### src/sv/bcc_pkg.sv
`default_nettype none
package bcc_pkg;

    localparam int TICK_W       = 8;
    localparam int DVD_W        = TICK_W + 1;
    localparam int RATIO_W      = 4;
    localparam int HOUR_W       = 5;
    localparam int MIN_W        = 6;
    localparam int SEC_W        = 6;
    localparam int MODE_W       = 2;
    localparam int REQ_W        = 2;
    localparam int PADDR_W      = 4;
    localparam int PDATA_W      = 32;
    localparam int HOLD_COUNT_WIDTH_DEF = 8;
    localparam int MOD_CNT_W    = 4;

    localparam logic [REQ_W-1:0] REQ_TICK   = 2'd0;
    localparam logic [REQ_W-1:0] REQ_MODE   = 2'd1;
    localparam logic [REQ_W-1:0] REQ_SAMPLE = 2'd2;

    localparam logic [MODE_W-1:0] MODE_NORMAL = 2'd0;
    localparam logic [MODE_W-1:0] MODE_SAVE   = 2'd1;
    localparam logic [MODE_W-1:0] MODE_SLEEP  = 2'd2;

    localparam logic [1:0] REG_TPS        = 2'd0;
    localparam logic [1:0] REG_LONG_PRESS = 2'd1;
    localparam logic [1:0] REG_NORM_RATIO = 2'd2;
    localparam logic [1:0] REG_SAVE_RATIO = 2'd3;

    localparam logic [TICK_W-1:0]  TPS_RST        = 8'd128;
    localparam logic [TICK_W-1:0]  LONG_PRESS_RST = 8'd40;
    localparam logic [RATIO_W-1:0] NORM_RATIO_RST = 4'd1;
    localparam logic [RATIO_W-1:0] SAVE_RATIO_RST = 4'd3;
    localparam logic [MIN_W-1:0]   MIN_RST        = 6'd10;
    localparam logic [TICK_W-1:0]  TICK_RST       = 8'd128;

    localparam logic [HOUR_W-1:0] HOUR_MAX = 5'd23;
    localparam logic [MIN_W-1:0]  MIN_MAX  = 6'd59;
    localparam logic [SEC_W-1:0]  SEC_MAX  = 6'd59;

    typedef struct packed {
        logic              start;
        logic [DVD_W-1:0]  dividend;
        logic [TICK_W-1:0] divisor;
    } t_mod_req;

    typedef struct packed {
        logic              done;
        logic [TICK_W-1:0] rem;
    } t_mod_rsp;

endpackage
`default_nettype wire

### src/sv/binary_clock_controller_unit.sv
// Binary LED clock controller.
// Input channel (i_valid / o_ready) carries one request beat: a tick, a mode
// button press, or a sample of the up and down button levels. Output channel
// (o_valid / i_ready) returns one result beat per request: LED patterns,
// current time, power mode and sleep request.
// One request is worked at a time; o_ready is high only while the sequencer
// is idle. A tick passes through the shared 9-step restoring remainder unit
// twice (next tick modulo ticks per second, then tick count modulo blank
// ratio); a mode press, a button sample and an unused request type pass
// through it once, for the blank ratio. The next request is accepted once
// the result is registered and the sequencer is back in idle.
// The result sits in an output register, so the next request is accepted
// while a result still waits; a stalled receiver holds the finished result
// and blocks only the following one at its final step.
// Configuration is written through the APB port, registers at byte
// addresses 0, 4, 8, 12; pready is always high and reads return the values.
// Synchronous active-low reset restores the time to 00:10:00, normal mode
// and the register defaults, and empties the output register.
`default_nettype none
module binary_clock_controller_unit
    import bcc_pkg::*;
#(
    parameter int HOLD_COUNT_WIDTH = HOLD_COUNT_WIDTH_DEF
) (
    input  wire logic               i_clk,
    input  wire logic               i_rst_n,
    input  wire logic               i_valid,
    output logic                    o_ready,
    input  wire logic [REQ_W-1:0]   i_req_type,
    input  wire logic               i_up_level,
    input  wire logic               i_down_level,
    output logic                    o_valid,
    input  wire logic               i_ready,
    output logic [HOUR_W-1:0]       o_hour_leds,
    output logic [MIN_W-1:0]        o_minute_leds,
    output logic                    o_second_led,
    output logic [HOUR_W-1:0]       o_hours_now,
    output logic [MIN_W-1:0]        o_minutes_now,
    output logic [SEC_W-1:0]        o_seconds_now,
    output logic [MODE_W-1:0]       o_mode_now,
    output logic                    o_sleep_request,
    input  wire logic               psel,
    input  wire logic               penable,
    input  wire logic               pwrite,
    input  wire logic [PADDR_W-1:0] paddr,
    input  wire logic [PDATA_W-1:0] pwdata,
    output logic [PDATA_W-1:0]      prdata,
    output logic                    pready
);

    localparam int HW = HOLD_COUNT_WIDTH;
    localparam int CW = (HW > TICK_W) ? HW : TICK_W;
    localparam logic [HW-1:0] HOLD_MAX = {HW{1'b1}};

    localparam logic [3:0] S_IDLE   = 4'd0;
    localparam logic [3:0] S_TMOD   = 4'd1;
    localparam logic [3:0] S_SEC    = 4'd2;
    localparam logic [3:0] S_UPH    = 4'd3;
    localparam logic [3:0] S_DNH    = 4'd4;
    localparam logic [3:0] S_MODE   = 4'd5;
    localparam logic [3:0] S_SUP    = 4'd6;
    localparam logic [3:0] S_SDN    = 4'd7;
    localparam logic [3:0] S_BSTART = 4'd8;
    localparam logic [3:0] S_BMOD   = 4'd9;
    localparam logic [3:0] S_DONE   = 4'd10;

    typedef struct packed {
        logic [HOUR_W-1:0] h;
        logic [MIN_W-1:0]  m;
        logic [SEC_W-1:0]  s;
    } t_time;

    function automatic t_time f_min_up(t_time t);
        t_time r;
        r = t;
        if (t.m >= MIN_MAX) begin
            r.m = '0;
            r.h = (t.h >= HOUR_MAX) ? '0 : t.h + 1'b1;
        end else begin
            r.m = t.m + 1'b1;
        end
        return r;
    endfunction

    function automatic t_time f_min_dn(t_time t);
        t_time r;
        r = t;
        if (t.m == '0 || t.m > MIN_MAX) begin
            r.m = MIN_MAX;
            r.h = (t.h == '0 || t.h > HOUR_MAX) ? HOUR_MAX : t.h - 1'b1;
        end else begin
            r.m = t.m - 1'b1;
        end
        return r;
    endfunction

    function automatic t_time f_sec_up(t_time t);
        t_time r;
        r = t;
        if (t.s >= SEC_MAX) begin
            r   = f_min_up(t);
            r.s = '0;
        end else begin
            r.s = t.s + 1'b1;
        end
        return r;
    endfunction

    function automatic logic [HW-1:0] f_hold_inc(logic [HW-1:0] v);
        return (v == HOLD_MAX) ? HOLD_MAX : v + 1'b1;
    endfunction

    logic [TICK_W-1:0]  r_tps;
    logic [TICK_W-1:0]  r_long_press;
    logic [RATIO_W-1:0] r_norm_ratio;
    logic [RATIO_W-1:0] r_save_ratio;

    logic [3:0]         r_state;
    logic               r_up;
    logic               r_dn;
    logic               r_even;
    logic [TICK_W-1:0]  r_trem;

    t_time              r_time;
    logic [TICK_W-1:0]  r_tick;
    logic [MODE_W-1:0]  r_mode;
    logic [RATIO_W-1:0] r_ratio;
    logic               r_up_last;
    logic               r_dn_last;
    logic               r_up_held;
    logic               r_dn_held;
    logic [HW-1:0]      r_up_hold;
    logic [HW-1:0]      r_dn_hold;
    logic               r_shown;

    logic               r_out_valid;
    logic [HOUR_W-1:0]  r_hour_leds;
    logic [MIN_W-1:0]   r_minute_leds;
    logic               r_second_led;
    t_time              r_out_time;
    logic [MODE_W-1:0]  r_out_mode;

    t_mod_req           mod_req;
    t_mod_rsp           mod_rsp;

    logic               in_beat;
    logic               cfg_wr;
    logic [TICK_W-1:0]  tps_eff;
    logic [TICK_W-1:0]  ratio_eff;
    logic [DVD_W-1:0]   tick_next;
    logic [HW-1:0]      up_inc;
    logic [HW-1:0]      dn_inc;

    assign in_beat   = i_valid && o_ready;
    assign cfg_wr    = psel && penable && pwrite && pready;
    assign tps_eff   = (r_tps == '0) ? TICK_W'(1) : r_tps;
    assign ratio_eff = (r_ratio == '0) ? TICK_W'(1) : TICK_W'(r_ratio);
    assign tick_next = {1'b0, r_tick} + DVD_W'(1);
    assign up_inc    = f_hold_inc(r_up_hold);
    assign dn_inc    = f_hold_inc(r_dn_hold);

    always_comb begin
        mod_req.start    = 1'b0;
        mod_req.dividend = tick_next;
        mod_req.divisor  = tps_eff;
        if (r_state == S_IDLE && in_beat && i_req_type == REQ_TICK) begin
            mod_req.start = 1'b1;
        end else if (r_state == S_BSTART) begin
            mod_req.start    = 1'b1;
            mod_req.dividend = {1'b0, r_tick};
            mod_req.divisor  = ratio_eff;
        end
    end

    bcc_mod_unit u_mod (
        .i_clk   (i_clk),
        .i_rst_n (i_rst_n),
        .i_req   (mod_req),
        .o_rsp   (mod_rsp)
    );

    always_ff @(posedge i_clk) begin
        if (!i_rst_n) begin
            r_tps        <= TPS_RST;
            r_long_press <= LONG_PRESS_RST;
            r_norm_ratio <= NORM_RATIO_RST;
            r_save_ratio <= SAVE_RATIO_RST;
        end else if (cfg_wr) begin
            case (paddr[3:2])
                REG_TPS:        r_tps        <= pwdata[TICK_W-1:0];
                REG_LONG_PRESS: r_long_press <= pwdata[TICK_W-1:0];
                REG_NORM_RATIO: r_norm_ratio <= pwdata[RATIO_W-1:0];
                REG_SAVE_RATIO: r_save_ratio <= pwdata[RATIO_W-1:0];
                default: ;
            endcase
        end
    end

    always_comb begin
        case (paddr[3:2])
            REG_TPS:        prdata = PDATA_W'(r_tps);
            REG_LONG_PRESS: prdata = PDATA_W'(r_long_press);
            REG_NORM_RATIO: prdata = PDATA_W'(r_norm_ratio);
            REG_SAVE_RATIO: prdata = PDATA_W'(r_save_ratio);
            default:        prdata = '0;
        endcase
    end

    assign pready = 1'b1;

    always_ff @(posedge i_clk) begin
        if (!i_rst_n) begin
            r_state     <= S_IDLE;
            r_time      <= '{h: '0, m: MIN_RST, s: '0};
            r_tick      <= TICK_RST;
            r_mode      <= MODE_NORMAL;
            r_ratio     <= NORM_RATIO_RST;
            r_up_last   <= 1'b1;
            r_dn_last   <= 1'b1;
            r_up_held   <= 1'b0;
            r_dn_held   <= 1'b0;
            r_up_hold   <= '0;
            r_dn_hold   <= '0;
            r_out_valid <= 1'b0;
        end else begin
            if (o_valid && i_ready && r_state != S_DONE) begin
                r_out_valid <= 1'b0;
            end
            case (r_state)
                S_IDLE: begin
                    if (in_beat) begin
                        r_up   <= i_up_level;
                        r_dn   <= i_down_level;
                        r_even <= ~tick_next[0];
                        case (i_req_type)
                            REQ_TICK:   r_state <= S_TMOD;
                            REQ_MODE:   r_state <= S_MODE;
                            REQ_SAMPLE: r_state <= S_SUP;
                            default:    r_state <= S_BSTART;
                        endcase
                    end
                end
                S_TMOD: begin
                    if (mod_rsp.done) begin
                        r_trem  <= mod_rsp.rem;
                        r_state <= S_SEC;
                    end
                end
                S_SEC: begin
                    if (r_trem == '0) begin
                        r_time <= f_sec_up(r_time);
                    end
                    r_state <= S_UPH;
                end
                S_UPH: begin
                    if (r_up_held) begin
                        r_dn_hold <= '0;
                        r_up_hold <= up_inc;
                        if (CW'(up_inc) > CW'(r_long_press) && r_even) begin
                            r_time <= f_min_up(r_time);
                        end
                    end else begin
                        r_up_hold <= '0;
                    end
                    r_state <= S_DNH;
                end
                S_DNH: begin
                    if (r_dn_held) begin
                        r_up_hold <= '0;
                        r_dn_hold <= dn_inc;
                        if (CW'(dn_inc) > CW'(r_long_press) && r_even) begin
                            r_time <= f_min_dn(r_time);
                        end
                    end else begin
                        r_dn_hold <= '0;
                    end
                    r_tick  <= r_trem;
                    r_state <= S_BSTART;
                end
                S_MODE: begin
                    case (r_mode)
                        MODE_NORMAL: begin
                            r_mode  <= MODE_SAVE;
                            r_ratio <= r_save_ratio;
                        end
                        MODE_SAVE: begin
                            r_mode <= MODE_SLEEP;
                        end
                        default: begin
                            r_mode  <= MODE_NORMAL;
                            r_ratio <= r_norm_ratio;
                        end
                    endcase
                    r_state <= S_BSTART;
                end
                S_SUP: begin
                    if (r_up && !r_up_last) begin
                        r_time    <= f_min_up(r_time);
                        r_up_held <= 1'b0;
                    end else if (!r_up && r_up_last) begin
                        r_up_held <= 1'b1;
                    end
                    r_up_last <= r_up;
                    r_state   <= S_SDN;
                end
                S_SDN: begin
                    if (r_dn && !r_dn_last) begin
                        r_time    <= f_min_dn(r_time);
                        r_dn_held <= 1'b0;
                    end else if (!r_dn && r_dn_last) begin
                        r_dn_held <= 1'b1;
                    end
                    r_dn_last <= r_dn;
                    r_state   <= S_BSTART;
                end
                S_BSTART: begin
                    r_state <= S_BMOD;
                end
                S_BMOD: begin
                    if (mod_rsp.done) begin
                        r_shown <= (mod_rsp.rem == '0) && (r_mode != MODE_SLEEP);
                        r_state <= S_DONE;
                    end
                end
                S_DONE: begin
                    if (!r_out_valid || i_ready) begin
                        r_out_valid   <= 1'b1;
                        r_hour_leds   <= r_shown ? r_time.h : '0;
                        r_minute_leds <= r_shown ? r_time.m : '0;
                        r_second_led  <= r_shown ? r_time.s[0] : 1'b0;
                        r_out_time    <= r_time;
                        r_out_mode    <= r_mode;
                        r_state       <= S_IDLE;
                    end
                end
                default: begin
                    r_state <= S_IDLE;
                end
            endcase
        end
    end

    assign o_ready         = (r_state == S_IDLE);
    assign o_valid         = r_out_valid;
    assign o_hour_leds     = r_hour_leds;
    assign o_minute_leds   = r_minute_leds;
    assign o_second_led    = r_second_led;
    assign o_hours_now     = r_out_time.h;
    assign o_minutes_now   = r_out_time.m;
    assign o_seconds_now   = r_out_time.s;
    assign o_mode_now      = r_out_mode;
    assign o_sleep_request = (r_out_mode == MODE_SLEEP);

endmodule
`default_nettype wire

### src/sv/bcc_mod_unit.sv
`default_nettype none
module bcc_mod_unit
    import bcc_pkg::*;
(
    input  wire logic     i_clk,
    input  wire logic     i_rst_n,
    input  wire t_mod_req i_req,
    output t_mod_rsp      o_rsp
);

    logic                 r_busy;
    logic                 r_done;
    logic [MOD_CNT_W-1:0] r_cnt;
    logic [DVD_W-1:0]     r_dvd;
    logic [TICK_W-1:0]    r_dvs;
    logic [TICK_W-1:0]    r_rem;
    logic [DVD_W-1:0]     trial;
    logic                 fits;

    assign trial = {r_rem, r_dvd[DVD_W-1]};
    assign fits  = trial >= {1'b0, r_dvs};

    always_ff @(posedge i_clk) begin
        if (!i_rst_n) begin
            r_busy <= 1'b0;
            r_done <= 1'b0;
            r_cnt  <= '0;
        end else begin
            r_done <= 1'b0;
            if (i_req.start) begin
                r_busy <= 1'b1;
                r_cnt  <= '0;
                r_dvd  <= i_req.dividend;
                r_dvs  <= i_req.divisor;
                r_rem  <= '0;
            end else if (r_busy) begin
                r_dvd <= {r_dvd[DVD_W-2:0], 1'b0};
                r_rem <= fits ? TICK_W'(trial - {1'b0, r_dvs}) : trial[TICK_W-1:0];
                if (r_cnt == MOD_CNT_W'(DVD_W - 1)) begin
                    r_busy <= 1'b0;
                    r_done <= 1'b1;
                end else begin
                    r_cnt <= r_cnt + 1'b1;
                end
            end
        end
    end

    assign o_rsp.done = r_done;
    assign o_rsp.rem  = r_rem;

endmodule
`default_nettype wire
### config.mk
export PLATFORM = sky130hd
export DESIGN_NAME = binary_clock_controller_unit
export DESIGN_NICKNAME = d
export VERILOG_FILES = /design/src/sv/bcc_pkg.sv /design/src/sv/binary_clock_controller_unit.sv /design/src/sv/bcc_mod_unit.sv
export SDC_FILE = /design/constraint.sdc
export NUM_CORES = 1
export LEC_CHECK = 0
export ABC_CLOCK_PERIOD_IN_PS = 4700
export BUFFER_PORTS_ARGS = -buffer_cell sky130_fd_sc_hd__buf_4
export CAP_MARGIN = 25
export CORE_ASPECT_RATIO = 0.8
export CORE_MARGIN = 3
export CORE_UTILIZATION = 50
export DETAILED_ROUTE_END_ITERATION = 6
export GPL_ROUTABILITY_DRIVEN = 0
export GPL_TIMING_DRIVEN = 0
export PLACE_DENSITY = 0.81
export SYNTH_ARGS = -nofsm -noshare
export SYNTH_HDL_FRONTEND = slang
export SYNTH_SLANG_ARGS = --single-unit
export TNS_END_PERCENT = 20
### constraint.sdc
create_clock -name i_clk -period 4.7 [get_ports i_clk]
set_clock_uncertainty 0.05 [all_clocks]
set_input_delay 0.235 -clock i_clk [delete_from_list [all_inputs] [get_ports i_clk]]
set_output_delay 0.235 -clock i_clk [all_outputs]
set_load 0.05 [all_outputs]
==> run summary, run 1 <==
CTS max path bufs: 2
Class of the most critical setup path: reg -> reg
Distinct cells, synth: 66
Cells after DPL: 1,173
Sequential fraction of the synthesis area: 45.7%
CP Buf/Inv Count: 1
Fin area: 9810 um^2
H-tree depth: 4
Final Slew Violations: 0
Async S/R FF share, synth: 0%
Worst r2r src: r_up_hold[0]$_SDFFE_PN0P_
R2r worst-path depth: 15
Synth Flop Type: dfxtp_1
Period utilization: 78.1%
Initial antenna violation count: 0
Worst-path fanout max: 10
Worst slew margin: 31.0%
Hold path start: pwdata[1]
Initial DRT Pass Iterations: 7
WL final: 19.5 mm
Syn. warnings: 0
Syn_area_per_cell: 9.47 um^2
FF+latch area: 3760 um^2
Core area: 16,000 um^2
Flop-to-flop setup slack: 1030 ps
Post-Layout Cell Count: 1,212
Detailed Route Iter0 Violations: 701
Status: finished, final reports clean
Clock Latency Late Sink: 430 ps
Syn Inst Count: 870
Clk root buf: clkbuf_16
Initial core utilization: 51.6%
Largest delay share family, worst path: compound AO/OA/AOI/OAI gates
Chip height: 121 um
Peak supply drop: 0.272 mV
Detail-routed via count per cell: 5.67
Top-area cell type share of the netlist area: 24.8%
Post-Syn Area: 8240 um^2
# rows: 41
Yosys reg bits: 154
Slowest library cell on the worst path: dfxtp_1
DR WL/cell: 16.1 um
P&R area growth vs syn: 19.1%
Achievable Freq: 0.272 GHz
Fin. Hold Viols: 0
HP Class: in -> reg
RR Endpoint: r_time[6]$_SDFFE_PN0P_
RSZ-0062 raised after global routing: false
Final net count: 1,073
Layout cells sized above 1: 15.5%
Number of global-route vias before repair: 6,355
Leading cell types in the layout, fill and taps excluded: buf_4, nor2_1, dfxtp_1
Synth area leader: edfxtp_1
Post-DP HPWL: 14.2 mm
CP Capture Type: register
Post-route minimum period: 3670 ps
Clock slew seen by the registers of the worst setup and hold paths: 60 ps
Max_cap viols: 0
Final setup violation count: 0
Fillcell total: 1,309
Most common cell after layout, fill and taps aside: buf_4
CTS buffer count: 17
# IOs: 114
Tot Pwr: 4.20 mW
ANT cells: 0
CP cell instances: ha_1 -> and3_1 -> and2_1 -> nand4_1 -> o21ai_0 -> a21o_1 -> ha_1 -> nand4_1 -> o21ai_0 -> a22oi_1 -> o311ai_4 -> nor2_4 -> buf_6 -> a21oi_1 -> a311oi_2
Multi-input logic area: 4070 um^2
Largest net degree at the start of global routing: 18
Overflow after GRT: 0
CTS tree: yes
Die ar.: 18,100 um^2
Post-route DRC: 0
Port-buffer cells: 62
Placed cell areas: 9090 um^2
Worst Path Arrival: 3960 ps
CP Data Required Time: 4990 ps
Max stage delay on crit path: 390 ps
Startpoint Class: register
Remaining antenna violation count: 0
Clk sinks: 154
Die Wd: 150 um
First-pass GRT wire length: 31.6 mm
Synth area leaders: edfxtp_1, dfxtp_1, ha_1
Hold path endpoint: r_save_ratio[1]$_SDFFE_PN1P_
Post-synth EDFFs: 68
Worst Hold Depth: 3
Vias: 6,876
GR Util All Layers: 22.1%
Tightest Pin Transition: 1030 ps
LEAKAGE: 3.97 nW
Pwr/cell area: 428 nW/um^2
Resized Gates After CTS: 0
[through the flow]
step,utilization [%],TNS (ps),setup WS (ps),hold slack (ps)
6_report,61.5,0,1030,20.6
3_3_place_gp,56.8,-35630,-1150,361
5_1_grt,61.5,0,709,25.9
3_5_place_dp,57.0,0,1100,370
4_1_cts,61.5,0,1060,2.88
2_1_floorplan,-,0,270,284
[flip-flops by register name, indices dropped and copies added (netlist names), 5 cells and up]
register / count
r_trem: 8
u_mod.r_rem: 8
o_hours_now: 5
r_tick: 8
o_minutes_now: 6
r_long_press: 8
r_up_hold: 8
o_seconds_now: 6
o_minute_leds: 6
r_tps: 8
o_hour_leds: 5
u_mod.r_dvs: 8
r_time: 17
r_dn_hold: 8
u_mod.r_dvd: 9
[worst max path at each step]
stage | startpoint | endpoint | slack, ps | cells after the start
final | r_up_hold[0]$_SDFFE_PN0P_ | r_time[6]$_SDFFE_PN0P_ | 1030 | 15
after global routing | r_up_hold[0]$_SDFFE_PN0P_ | r_time[6]$_SDFFE_PN0P_ | 710 | 15
after floorplan | r_state[2]$_SDFFE_PN0P_ | o_hour_leds[0]$_SDFFCE_PN0P_ | 270 | 4
after global placement | r_state[2]$_SDFFE_PN0P_ | o_minute_leds[2]$_SDFFCE_PN0P_ | -1150 | 4
after CTS | r_up_hold[0]$_SDFFE_PN0P_ | r_time[6]$_SDFFE_PN0P_ | 1060 | 15
after detailed placement | r_up_hold[0]$_SDFFE_PN0P_ | r_time[6]$_SDFFE_PN0P_ | 1100 | 15
[cell families (layout without fill, tap and decap cells)]
| logic type | after synthesis | after routing | share of synthesized area (%) |
|---|---|---|---|
| compound gates | 186 | 186 | 14.6 |
| xor+xnor | 14 | 14 | 1.49 |
| fa+ha+maj | 42 | 42 | 6.47 |
| buf+inv | 99 | 203 | 6.04 |
| flops | 154 | 154 | 45.7 |
| mux | 41 | 41 | 5.65 |
| other cells | 2 | 25 | 0.0912 |
| simple gates | 332 | 332 | 20.0 |
[power by group]
part / switching [mW] / leakage, nW / internal [mW] / total, mW
Clock: 0.547 / 0.320 / 0.971 / 1.52
Sequential: 0.0810 / 1.32 / 1.54 / 1.62
Combinational: 0.676 / 2.33 / 0.385 / 1.06
[synth_stat cells (6+ instances only)]
cell	number
nand4_1	16
a31oi_1	15
nor2b_1	17
buf_4	28
xor2_1	6
a22oi_1	10
xnor2_1	8
ha_1	41
nor3_1	19
a21oi_1	54
nand3_1	32
and3_1	12
o21ai_0	42
nand2_1	73
inv_1	34
nor4_1	9
and2_1	17
edfxtp_1	68
o211ai_1	10
clkbuf_1	30
dfxtp_1	86
nor2_1	91
a211oi_1	8
nand2b_1	21
mux2i_1	33
[routing by layer]
layer | vias to the layer above | wire length [um] | global-route usage [%]
met4 | 0 | 442 | 9.21
met1 | 3229 | 8740 | 30.9
met3 | 32 | 1590 | 4.42
li1 | 3329 | - | -
met5 | - | 0 | 0
met2 | 286 | 8690 | 33.6
[final cells by class]
class | instances | share of cell area [%]
plain buffers | 65 | 3.77
clock buffers | 21 | 4.69
clock inverters | 11 | 1.95
inverters | 34 | 1.30
multi-input cells | 640 | 41.5
flip-flops and latches | 154 | 38.4
well taps | 215 | 2.74
repair buffers | 72 | 5.69
[repair_timing]
item | 4_1_cts | 5_1_grt
endpoints found under the hold margin | 10 | 0
hold buffers | 7 | 0
buffers inserted | 0 | 0
[worst min-delay path, cell delays in order]
cell and delay (ps):
buf_4 110, mux2i_1 60, nand2_1 60
Power figures use the tool's default switching activity.
==> inputs of run 2 (changes only) <==
--- a/config.mk
+++ b/config.mk
@@ -5,7 +5,7 @@
 export SDC_FILE = /design/constraint.sdc
 export NUM_CORES = 1
 export LEC_CHECK = 0
-export ABC_CLOCK_PERIOD_IN_PS = 4700
+export ABC_CLOCK_PERIOD_IN_PS = 3500
 export BUFFER_PORTS_ARGS = -buffer_cell sky130_fd_sc_hd__buf_4
 export CAP_MARGIN = 25
 export CORE_ASPECT_RATIO = 0.8
@@ -14,7 +14,7 @@
 export DETAILED_ROUTE_END_ITERATION = 6
 export GPL_ROUTABILITY_DRIVEN = 0
 export GPL_TIMING_DRIVEN = 0
-export PLACE_DENSITY = 0.81
+export PLACE_DENSITY = 0.78
 export SYNTH_ARGS = -nofsm -noshare
 export SYNTH_HDL_FRONTEND = slang
 export SYNTH_SLANG_ARGS = --single-unit
==> constraint.sdc (replaced) <==
create_clock -name i_clk -period 3.5 [get_ports i_clk]
set_clock_uncertainty 0.05 [all_clocks]
set_input_delay 0.175 -clock i_clk [delete_from_list [all_inputs] [get_ports i_clk]]
set_output_delay 0.175 -clock i_clk [all_outputs]
set_load 0.05 [all_outputs]
==> run summary, run 2 (synthesis results as in run 1) <==
CP Data Required Time: 3720 ps
Post-Layout Cell Count: 1,219
CTS tree: yes
DR WL/cell: 16.2 um
Setup TNS: 0 ps
Leading cell types in the layout, fill and taps excluded: buf_4, nor2_1, dfxtp_1
Worst slew margin: 34.0%
Fin. Hold Viols: 0
Worst Setup EP: r_time[12]$_SDFFE_PN0P_
Clk sinks: 154
CP startpoint: r_up_hold[1]$_SDFFE_PN0P_
Busiest grt layer: met2
Status: finished, final reports clean
Met2 Usage GRT: 33.8%
RR Endpoint: r_time[12]$_SDFFE_PN0P_
R2r worst-path depth: 15
Most common cell after layout, fill and taps aside: buf_4
Internal: 3.68 mW
LEAKAGE: 3.96 nW
Top flop regs: r_time: 17 flops, u_mod.r_dvd: 9 flops
Tightest Pin Transition: 982 ps
# IOs: 114
CTS buffer count: 17
WL final: 19.7 mm
Global Route met3 Usage: 5.88%
Layout cells sized above 1: 16.3%
Achievable Freq: 0.303 GHz
Die ar.: 18,100 um^2
GR Util All Layers: 22.2%
Remaining antenna violation count: 0
Tot Pwr: 5.42 mW
Seq pwr share: 40.1%
Detail-routed via count per cell: 5.66
First-pass GRT wire length: 31.9 mm
Fillcell total: 1,308
Hold WS: 113 ps
PnR worst setup slack: 199 ps
Post-DP HPWL: 14.0 mm
Top reg by flops: r_time
Startpoint Class: register
Largest register FFs: 17
# rows: 41
P_sw: 1.74 mW
Core area: 16,000 um^2
Clock share of power: 32.9%
Worst-path fanout max: 10
Max_cap viols: 0
Multi-input logic area: 4120 um^2
Worst Hold Depth: 4
Final setup violation count: 0
Combinational share of power: 27.0%
Final Slew Violations: 0
Peak supply drop: 0.401 mV
Switching portion of total power: 32.2%
Die Wd: 150 um
Pre-CTS setup slack: -65.1 ps
FF+latch area: 3760 um^2
ANT cells: 0
Initial DRT Pass Iterations: 5
Detailed Route Iter0 Violations: 727
Vias: 6,904
Initial antenna violation count: 0
Class of the most critical setup path: reg -> reg
Post-route minimum period: 3300 ps
HP Class: in -> reg
P&R area growth vs syn: 19.6%
Initial core utilization: 51.6%
Clock Latency Late Sink: 430 ps
Overflow after GRT: 0
Port-buffer cells: 62
Worst r2r src: r_up_hold[1]$_SDFFE_PN0P_
Flop-to-flop setup slack: 200 ps
Post-route DRC: 0
Number of global-route vias before repair: 6,439
Largest net degree at the start of global routing: 18
Period utilization: 94.3%
Clock slew seen by the registers of the worst setup and hold paths: 60 ps
Final net count: 1,080
Met1 Use GR: 31.2%
H-tree depth: 4
CTS max path bufs: 2
Worst Path Arrival: 3520 ps
Cells after DPL: 1,173
Pwr/cell area: 550 nW/um^2
Clk root buf: clkbuf_16
RSZ-0062 raised after global routing: false
CP Capture Type: register
Chip height: 121 um
-- run 2: changes by cell type in the layout (fill, tap and decap cells not counted), sizes merged --
cell,before,now
dlygate4sd3,7,10
clkinvlp,0,1
clkbuf,51,52
inv,36,34
bufinv,5,2
buf,100,104
clkinv,4,7
-- run 2: worst max-delay path: stages, from the launching register on --
cell and delay, ps:
dfxtp_1 410, ha_4 190, and3_1 210, and2_4 180, nand4_1 160, buf_4 190, nand2b_1 90, ha_1 250
nor2b_1 130, o211ai_1 160, a21oi_1 130, o311ai_4 470, nor2_4 90, buf_6 160, a21oi_1 130, o221ai_1 120
-- run 2: layout make-up --
class	instances	area share (%)
multi-input combinational	640	41.8
sequential	154	38.2
timing repair buffer	79	6.43
clock buffer	22	4.71
buffer	65	3.76
tap	215	2.73
inverter	34	1.30
clock inverter	10	1.04
-- run 2: what timing repair did --
item / CTS / global route
gates cloned: 0 / 0
endpoints found under the setup margin: 6 / 17
buffers inserted: 1 / 3
pin swaps: 1 / 3
hold buffers: 10 / 0
resized for setup: 0 / 9
hold endpoints to repair: 26 / 0
-- run 2: metal layers --
metal	wire length (um)	share of wire [%]
met3	1610	8.1
met4	347	1.8
met5	0	0
met2	8840	45
met1	8920	45
-- run 2: power groups by stage --
stage | clock [mW] | sequential, mW | combinational (mW)
after floorplan | 0 | 2.19 | 1.07
after global placement | 0 | 2.21 | 1.36
after detailed placement | 0 | 2.21 | 1.40
after CTS | 1.80 | 2.17 | 1.42
after global routing | 1.89 | 2.19 | 1.60
final | 1.78 | 2.18 | 1.46
-- run 2: metrics by stage --
step,util [%],instance area [um^2]
detailed placement,57.1,9110
CTS,61.4,9790
floorplan,-,8330
global placement,56.8,9060
global route,61.8,9850
finish,61.8,9850
-- run 2: how the worst min path moves through the flow --
stage                      start                 endpoint
finish                   i_ready  r_state[1]$_SDFFE_PN0P_
global route             i_ready       o_valid$_SDFF_PN0_
CTS                      i_ready  r_state[1]$_SDFFE_PN0P_
detailed placement    i_up_level           r_up$_DFFE_PP_
global placement    i_down_level           r_dn$_DFFE_PP_
floorplan           i_down_level           r_dn$_DFFE_PP_
